==> src/hw/rtl/kway_sorted_stream_merge_assert.svh <==
// Assertion macros for the k-way sorted stream merge.
// Included by the modules that check their own logic; depends on nothing.
`ifndef KWAY_SORTED_STREAM_MERGE_ASSERT_SVH
`define KWAY_SORTED_STREAM_MERGE_ASSERT_SVH

// Same-cycle implication, checked outside reset.
`define KWM_ASSERT_NOW(label, clk, rst_n, ante, cons, msg) \
    label: assert property (@(posedge clk) disable iff (!(rst_n)) (ante) |-> (cons)) \
        else $error(msg);

// Next-cycle implication, checked outside reset.
`define KWM_ASSERT_NEXT(label, clk, rst_n, ante, cons, msg) \
    label: assert property (@(posedge clk) disable iff (!(rst_n)) (ante) |=> (cons)) \
        else $error(msg);

`endif

==> src/hw/rtl/kwm_pkg.sv <==
// Shared types and constants of the k-way sorted stream merge.
// Used by the channel interfaces and the top level; depends on nothing.
package kwm_pkg;

    localparam int LANES_DEF = 8;
    localparam int CFG_W     = 4;
    localparam int LANE_W    = 3;
    localparam int DATA_W    = 64;
    localparam int USED_W    = 4;

    localparam logic [CFG_W-1:0] CFG_RESET = 4'd8;

    typedef enum logic [1:0] {
        LS_AWAIT,
        LS_HOLD,
        LS_END
    } t_lane_st;

    typedef enum logic [2:0] {
        ST_IDLE,
        ST_CHECK,
        ST_SCAN,
        ST_EMIT,
        ST_DONE
    } t_state;

endpackage

==> src/hw/rtl/kwm_if.sv <==
// Valid/ready channel interfaces for the input items and the merged results.
// Depends on kwm_pkg for the field widths.
interface kwm_in_if;
    logic                               valid;
    logic                               ready;
    logic        [kwm_pkg::LANE_W-1:0]  lane;
    logic signed [kwm_pkg::DATA_W-1:0]  sample;
    logic                               stream_end;

    modport source (output valid, lane, sample, stream_end, input ready);
    modport sink   (input valid, lane, sample, stream_end, output ready);
endinterface

interface kwm_out_if;
    logic                               valid;
    logic                               ready;
    logic signed [kwm_pkg::DATA_W-1:0]  merged_value;
    logic        [kwm_pkg::LANE_W-1:0]  source_lane;
    logic                               done_res;

    modport source (output valid, merged_value, source_lane, done_res, input ready);
    modport sink   (input valid, merged_value, source_lane, done_res, output ready);
endinterface

==> src/hw/rtl/kway_sorted_stream_merge.sv <==
// Processing: after an input transfer the block checks the lane states, then scans the
// active lanes (used = active lane count), reading one head per cycle, to find the minimum.
// One item at a time: a new transfer is taken only once the last item is through, and an
// output stall holds the block until its merged value or done result can be loaded.
// Reset (i_rst_n low, synchronous) sets all lanes awaiting and lanes_in_use to 8.
// Depends on kwm_pkg, kwm_if and kway_sorted_stream_merge_assert.svh.
`include "kway_sorted_stream_merge_assert.svh"

module kway_sorted_stream_merge #(
    parameter int LANES = kwm_pkg::LANES_DEF
) (
    input  logic                      i_clk,
    input  logic                      i_rst_n,
    input  logic                      i_cfg_we,
    input  logic [kwm_pkg::CFG_W-1:0] i_cfg_wdata,
    kwm_in_if.sink                    i_in,
    kwm_out_if.source                 o_out
);

    localparam int LW        = (LANES > 1) ? $clog2(LANES) : 1;
    localparam int UW        = kwm_pkg::USED_W;
    localparam int LANES_CAP = (LANES > 15) ? 15 : LANES;

    kwm_pkg::t_state   r_state, n_state;
    kwm_pkg::t_lane_st r_status [LANES];

    logic [kwm_pkg::CFG_W-1:0]        r_cfg;
    logic [UW-1:0]                    used;

    logic signed [kwm_pkg::DATA_W-1:0] mem [LANES];
    logic signed [kwm_pkg::DATA_W-1:0] r_rd_data;

    logic [UW-1:0]                    r_rd_idx;
    logic [UW-1:0]                    r_cmp_idx;
    logic                             r_cmp_vld;
    logic                             r_have;
    logic signed [kwm_pkg::DATA_W-1:0] r_min;
    logic [LW-1:0]                    r_best;

    logic                             r_out_valid;
    logic signed [kwm_pkg::DATA_W-1:0] r_out_value;
    logic [kwm_pkg::LANE_W-1:0]       r_out_lane;
    logic                             r_out_done;

    logic [LW-1:0] in_idx;
    logic          in_xfer;
    logic          lane_ok;
    logic          mem_we;
    logic          rd_en;
    logic          cmp_last;
    logic          cmp_take;
    logic          any_await;
    logic          any_hold;
    logic          out_free;
    logic          in_ready;
    logic          load_val;
    logic          load_done;

    // Effective lane count: the register clamped to 1..LANES_CAP (LANES, but at most 15).
    always_comb begin
        if (r_cfg == '0) begin
            used = UW'(1);
        end else if (int'(r_cfg) > LANES_CAP) begin
            used = UW'(LANES_CAP);
        end else begin
            used = UW'(r_cfg);
        end
    end

    always_comb begin
        any_await = 1'b0;
        any_hold  = 1'b0;
        for (int i = 0; i < LANES; i++) begin
            if (i < int'(used)) begin
                if (r_status[i] == kwm_pkg::LS_AWAIT) any_await = 1'b1;
                if (r_status[i] == kwm_pkg::LS_HOLD)  any_hold  = 1'b1;
            end
        end
    end

    assign in_idx   = LW'(i_in.lane);
    assign in_xfer  = i_in.valid && in_ready;
    assign lane_ok  = ({1'b0, i_in.lane} < used) && (r_status[in_idx] == kwm_pkg::LS_AWAIT);
    assign out_free = !r_out_valid || o_out.ready;
    assign cmp_last = r_cmp_vld && (r_cmp_idx == used - UW'(1));
    assign cmp_take = r_cmp_vld && (r_status[LW'(r_cmp_idx)] == kwm_pkg::LS_HOLD)
                      && (!r_have || (r_rd_data <= r_min));

    always_comb begin
        n_state = r_state;
        unique case (r_state) inside
            kwm_pkg::ST_IDLE: begin
                if (in_xfer) n_state = kwm_pkg::ST_CHECK;
            end
            kwm_pkg::ST_CHECK: begin
                if (any_await) begin
                    n_state = kwm_pkg::ST_IDLE;
                end else if (!any_hold) begin
                    n_state = kwm_pkg::ST_DONE;
                end else begin
                    n_state = kwm_pkg::ST_SCAN;
                end
            end
            kwm_pkg::ST_SCAN: begin
                if (cmp_last) n_state = kwm_pkg::ST_EMIT;
            end
            kwm_pkg::ST_EMIT, kwm_pkg::ST_DONE: begin
                if (out_free) n_state = kwm_pkg::ST_IDLE;
            end
            default: n_state = kwm_pkg::ST_IDLE;
        endcase
    end

    always_comb begin
        in_ready  = 1'b0;
        rd_en     = 1'b0;
        load_val  = 1'b0;
        load_done = 1'b0;
        unique case (r_state)
            kwm_pkg::ST_IDLE:  in_ready  = 1'b1;
            kwm_pkg::ST_CHECK: ;
            kwm_pkg::ST_SCAN:  rd_en     = (r_rd_idx < used);
            kwm_pkg::ST_EMIT:  load_val  = out_free;
            kwm_pkg::ST_DONE:  load_done = out_free;
            default: ;
        endcase
    end

    assign mem_we = in_xfer && lane_ok && !i_in.stream_end;

    always_ff @(posedge i_clk) begin
        if (!i_rst_n) begin
            r_state <= kwm_pkg::ST_IDLE;
            r_cfg   <= kwm_pkg::CFG_RESET;
        end else begin
            r_state <= n_state;
            if (i_cfg_we) r_cfg <= i_cfg_wdata;
        end
    end

    always_ff @(posedge i_clk) begin
        if (!i_rst_n) begin
            for (int i = 0; i < LANES; i++) r_status[i] <= kwm_pkg::LS_AWAIT;
        end else if (load_done) begin
            for (int i = 0; i < LANES; i++) r_status[i] <= kwm_pkg::LS_AWAIT;
        end else if (load_val) begin
            r_status[r_best] <= kwm_pkg::LS_AWAIT;
        end else if (in_xfer && lane_ok) begin
            r_status[in_idx] <= i_in.stream_end ? kwm_pkg::LS_END : kwm_pkg::LS_HOLD;
        end
    end

    // Head memory: written only on an input transfer, read only during the scan.
    always_ff @(posedge i_clk) begin
        if (mem_we) mem[in_idx] <= i_in.sample;
        if (rd_en) r_rd_data <= mem[LW'(r_rd_idx)];
    end

    always_ff @(posedge i_clk) begin
        if (!i_rst_n) begin
            r_rd_idx  <= '0;
            r_cmp_idx <= '0;
            r_cmp_vld <= 1'b0;
            r_have    <= 1'b0;
        end else begin
            r_cmp_vld <= rd_en;
            r_cmp_idx <= r_rd_idx;
            if (r_state == kwm_pkg::ST_CHECK) begin
                r_rd_idx <= '0;
                r_have   <= 1'b0;
            end else begin
                if (rd_en) r_rd_idx <= r_rd_idx + UW'(1);
                if (cmp_take) r_have <= 1'b1;
            end
        end
    end

    always_ff @(posedge i_clk) begin
        if (cmp_take) begin
            r_min  <= r_rd_data;
            r_best <= LW'(r_cmp_idx);
        end
    end

    always_ff @(posedge i_clk) begin
        if (!i_rst_n) begin
            r_out_valid <= 1'b0;
        end else if (load_val || load_done) begin
            r_out_valid <= 1'b1;
        end else if (o_out.ready) begin
            r_out_valid <= 1'b0;
        end
    end

    always_ff @(posedge i_clk) begin
        if (load_val) begin
            r_out_value <= r_min;
            r_out_lane  <= kwm_pkg::LANE_W'(r_best);
            r_out_done  <= 1'b0;
        end else if (load_done) begin
            r_out_value <= '0;
            r_out_lane  <= '0;
            r_out_done  <= 1'b1;
        end
    end

    assign i_in.ready         = in_ready;
    assign o_out.valid        = r_out_valid;
    assign o_out.merged_value = r_out_value;
    assign o_out.source_lane  = r_out_lane;
    assign o_out.done_res     = r_out_done;

    `KWM_ASSERT_NOW(a_no_rw_overlap, i_clk, i_rst_n, rd_en, !mem_we,
        "Head memory read and write overlap.")
    `KWM_ASSERT_NOW(a_emit_has_min, i_clk, i_rst_n, r_state == kwm_pkg::ST_EMIT,
        r_have && (int'(r_best) < int'(used)), "Emit without a valid minimum lane.")
    `KWM_ASSERT_NOW(a_done_zero, i_clk, i_rst_n, o_out.valid && o_out.done_res,
        (o_out.merged_value == '0) && (o_out.source_lane == '0),
        "Done result carries a nonzero value or lane.")
    `KWM_ASSERT_NEXT(a_emit_frees_lane, i_clk, i_rst_n, load_val,
        r_status[$past(r_best)] == kwm_pkg::LS_AWAIT,
        "Emitted lane is not awaiting after the transfer.")

endmodule

==> src/flat_wrapper.sv <==
// flat-port wrapper written by rule: the top's interface ports become plain ports
module kway_sorted_stream_merge_flat 
#(
    parameter int LANES = kwm_pkg::LANES_DEF
)
  (i_clk, i_rst_n, i_cfg_we, i_cfg_wdata, i_in_valid, i_in_lane, i_in_sample, i_in_stream_end, i_in_ready, o_out_valid, o_out_merged_value, o_out_source_lane, o_out_done_res, o_out_ready);
  kwm_in_if i_in_i ();
  kwm_out_if o_out_i ();
  input  logic i_clk;
  input  logic i_rst_n;
  input  logic i_cfg_we;
  input  logic [kwm_pkg::CFG_W-1:0] i_cfg_wdata;
  input wire logic [$bits(i_in_i.valid)-1:0] i_in_valid;
  input wire logic [$bits(i_in_i.lane)-1:0] i_in_lane;
  input wire logic [$bits(i_in_i.sample)-1:0] i_in_sample;
  input wire logic [$bits(i_in_i.stream_end)-1:0] i_in_stream_end;
  output wire logic [$bits(i_in_i.ready)-1:0] i_in_ready;
  output wire logic [$bits(o_out_i.valid)-1:0] o_out_valid;
  output wire logic [$bits(o_out_i.merged_value)-1:0] o_out_merged_value;
  output wire logic [$bits(o_out_i.source_lane)-1:0] o_out_source_lane;
  output wire logic [$bits(o_out_i.done_res)-1:0] o_out_done_res;
  input wire logic [$bits(o_out_i.ready)-1:0] o_out_ready;
  assign i_in_i.valid = i_in_valid;
  assign i_in_i.lane = i_in_lane;
  assign i_in_i.sample = i_in_sample;
  assign i_in_i.stream_end = i_in_stream_end;
  assign i_in_ready = i_in_i.ready;
  assign o_out_valid = o_out_i.valid;
  assign o_out_merged_value = o_out_i.merged_value;
  assign o_out_source_lane = o_out_i.source_lane;
  assign o_out_done_res = o_out_i.done_res;
  assign o_out_i.ready = o_out_ready;
  kway_sorted_stream_merge #(.LANES(LANES)) u_core (.i_clk(i_clk), .i_rst_n(i_rst_n), .i_cfg_we(i_cfg_we), .i_cfg_wdata(i_cfg_wdata), .i_in(i_in_i), .o_out(o_out_i));
endmodule
==> config.mk <==
export PLATFORM = sky130hd
export DESIGN_NAME = kway_sorted_stream_merge_flat
export DESIGN_NICKNAME = d
export VERILOG_FILES = /design/src/hw/rtl/kwm_pkg.sv /design/src/hw/rtl/kwm_if.sv /design/src/hw/rtl/kway_sorted_stream_merge.sv /design/src/flat_wrapper.sv
export VERILOG_INCLUDE_DIRS = /design/src /design/src/hw/rtl
export SDC_FILE = /design/constraint.sdc
export NUM_CORES = 1
export LEC_CHECK = 0
export BUFFER_PORTS_ARGS = -buffer_cell sky130_fd_sc_hd__clkbuf_2
export CAP_MARGIN = 20
export CORE_ASPECT_RATIO = 0.8
export CORE_MARGIN = 2
export CORE_UTILIZATION = 55
export DETAILED_ROUTE_END_ITERATION = 8
export PLACE_DENSITY = 0.76
export SYNTH_ARGS = -nofsm -noshare
export SYNTH_HDL_FRONTEND = slang
export SYNTH_SLANG_ARGS = --single-unit
==> constraint.sdc <==
create_clock -name i_clk -period 6.05 [get_ports i_clk]
set_clock_uncertainty 0.1 [all_clocks]
set_input_delay 0.3025 -clock i_clk [delete_from_list [all_inputs] [get_ports i_clk]]
set_output_delay 0.3025 -clock i_clk [all_outputs]
set_load 0.005 [all_outputs]
==> metrics <==
hpwl dp=35.5 mm; Total Nets Final=1915; fin. max-slew vios=0; Post-CTS Setup Inserts=0; Logic pwr share=2.4%; Initial Utilization=55.8%; Port-buffer cells=146; drt total wl=62.3 mm; Clock Latency Late Sink=620 ps; period utilization=76.7%; Final ANT Viol Nets=0; Startpoint Class=register; via count=approximately 15000; TritonCTS Buffers=slightly above 70; CTS tree=done; Flop pwr share=between 50% and 60%; Place WS=1530 ps; layout cells sized above 1=approximately 28%; Mapped Cells=1508; Setup Crit Path Kind=register to register; Setup crit end kind=register; ys async rst share=0%; pin count of the biggest net entering global routing=120; leakage power=~11 nW; Pint=8.38 mW; number of flops mapped to enable cells by yosys=roughly 730; relative slew slack=25.2%; worst path cell trace=ha_1, nand4_1, nor4_1, nand4_1, nor4_4, a211oi_1, a31o_1, a41oi_4, buf_12; setup ws final=1410 ps; setup_tns=0 ps; reg2reg setup slack=between 1000 and 1500 ps; # H-tree levels=3; worst endpoint data arrival time=4810 ps; gr usage total=22.9%; Largest stage delay, worst path=around 930 ps; syn_nets=approximately 1700; most numerous cell on the critical path=nand4_1; Top Ports=around 150; drt pass-1 iters=7; slowest CP cell=nor4_1; routed vias/inst=5.97; f_max=215 MHz; VDD IR max=about 200 µV; post_cts resized=0; #FFs+latches synth=roughly 750; Setup violations, final=0; final cell utilization of the core=65.1%; die area=55300 µm²; GP Congestion=0.853; synth unique cells=59; post-synthesis cell area=between 20000 and 30000 µm²; Top FF cell, synth=edfxtp_1; Non-Filler Instances=2514; dpl cells=2309; Bufs on Longest Clock Path=3; Crit Path Max Fanout=52; RSZ-0062 raised after global routing=no; CTS Hold Buffers Added=74; clock sinks=745; GRT Residual Overflow=0; P&R area growth vs syn=16.5%; wire length of the first global-routing pass=94.1 mm; drt drc=0; Switching Share=19.7%; Avg WL per Cell=24.8 µm; worst min path class=input pin to register; status=complete, no violations; post-layout min period=4640 ps; Clk pwr share=43.1%; syn avg cell area=about 19 µm²; worst path required time=6220 ps; antenna violations before repair=8; YS warnings=0; Rows=between 70 and 80; PD cells=305 nW/µm²; Worst-Margin Slew=~1100 ps; sequential share of the synthesized area=between 70% and 80%; Root Driver=clkbuf_16; Final Hold Fails=0; DIE WIDTH=262 µm; DRT iter0 DRCs=roughly 1500; number of global-route vias before repair=around 15000; core footprint=52600 µm²; Switching Power=2.06 mW; CTS clock-pin slew for the worst setup and hold paths=60 ps; max cap viols=0; die height=211 µm
## cells by family after synthesis
| kind of cell | count (synthesis) | synth area share (%) |
|---|---|---|
| adders and majority gates | 75 | 3.18 |
| buffers and inverters | 136 | 1.85 |
| AOI/OAI and AO/OA | 106 | 2.29 |
| xor gates and xnor gates | 7 | 0.209 |
| and+or+nand+nor | 240 | 4.43 |
| muxes | 199 | 12.6 |
| DFF | 745 | 75.4 |
## worst paths after layout
path,start,endpoint,cells after the start
setup reg to reg,u_core.r_rd_data[63],u_core.r_min[23],9
hold / removal,i_rst_n,u_core.r_state[2],2
setup / recovery,u_core.r_rd_data[63],u_core.r_min[23],9
hold reg to reg,u_core.r_rd_data[35],u_core.r_min[35],0
## through the flow
stage	area, µm²	total power [mW]	hold WS [ps]
finish	34300	10.4	69.3
global route	34300	10.7	64.2
CTS	34300	10.5	53.3
detailed placement	31100	6.01	341
global placement	31000	6.00	333
floorplan	29400	5.90	301
## critical path: cells and delay by family, from the launching register on
| family | cells | cell delay [ps] |
|---|---|---|
| AND/OR/NAND/NOR | 4 | 1820 |
| AO/OA/AOI/OAI | 3 | 1040 |
| flip-flops | 1 | 450 |
| adder cells (fa/ha/maj) | 1 | 430 |
| buffers and inverters | 1 | 400 |
## synthesized netlist by cell type, drive strengths merged, types with 2 or more instances
cell | instances | area [µm²]
a2111oi | 2 | 17.5
a211oi | 3 | 22.5
a21o | 3 | 22.5
a21oi | 41 | 205
a221oi | 3 | 26.3
a31oi | 5 | 31.3
and2 | 8 | 50.1
and3 | 3 | 18.8
and4 | 4 | 35.0
buf | 32 | 154
clkbuf | 30 | 113
dfxtp | 19 | 380
edfxtp | 726 | 21800
ha | 74 | 926
inv | 74 | 278
mux2 | 65 | 732
mux2i | 4 | 40.0
mux4 | 130 | 2930
nand2 | 43 | 161
nand2b | 13 | 83.8
nand3 | 12 | 65.1
nand4 | 10 | 68.8
nor2 | 31 | 119
nor2b | 15 | 93.8
nor3 | 83 | 415
nor3b | 2 | 15.0
nor4 | 10 | 115
nor4b | 3 | 32.5
o211ai | 4 | 30.0
o21a | 6 | 45.0
o21ai | 21 | 105
o22ai | 6 | 37.5
o31ai | 4 | 45.1
xor2 | 6 | 52.6
## cell usage in the layout (no fill, tap or decap), types with 6 or more instances in the layout
cell / instances
nor4_2: 6
clkinv_1: 11
clkinv_2: 11
edfxtp_1: 726
o21ai_0: 13
clkbuf_2: 146
o21ai_1: 8
dfxtp_1: 16
xor2_1: 6
nor3_1: 81
nor2_1: 24
and2_1: 7
o22ai_1: 6
o21a_1: 6
dlygate4sd3_1: 74
clkbuf_16: 74
nand4_1: 9
nand2_1: 42
nor2b_1: 15
ha_1: 74
inv_1: 72
mux2_2: 65
a21oi_1: 41
bufinv_16: 8
clkbuf_1: 16
buf_4: 16
nand2b_1: 11
nand3_1: 11
nor2_4: 6
mux4_2: 130
## flip-flops by register name, summed over array words and instances, names as in the netlist, 3 cells and up
register	count
u_core.mem	512
u_core.o_out.merged_value	64
u_core.o_out.source_lane	3
u_core.r_best	3
u_core.r_cfg	4
u_core.r_cmp_idx	4
u_core.r_min	64
u_core.r_rd_data	64
u_core.r_rd_idx	4
u_core.r_state	3
u_core.r_status	16
## power by group through the flow
stage | registers [mW] | logic (mW) | clock network [mW]
finish | 5.69 | 0.254 | 4.50
global route | 5.69 | 0.276 | 4.75
CTS | 5.69 | 0.253 | 4.57
detailed placement | 5.80 | 0.209 | 0
global placement | 5.79 | 0.200 | 0
floorplan | 5.79 | 0.103 | 0
## cell type report
class                           instances  area (µm²)
Antenna cell                            3        7.51
Clock buffer                           91        1930
Clock inverter                         37         444
Fill cell                            3396       18400
Inverter                               74         278
Multi-Input combinational cell        627        6760
Sequential cell                       745       22200
Tap cell                              693         867
Timing Repair Buffer                  244        1790
## per-layer routing
| metal | GRT usage [%] | up-vias | wire length (µm) |
|---|---|---|---|
| li1 | - | 6570 | - |
| met1 | 32.8 | 7737 | 27000 |
| met2 | 35.9 | 579 | 29500 |
| met3 | 5.19 | 121 | 4410 |
| met4 | 6.40 | 10 | 1370 |
| met5 | 0 | - | 65 |
Power figures use the tool's default switching activity.
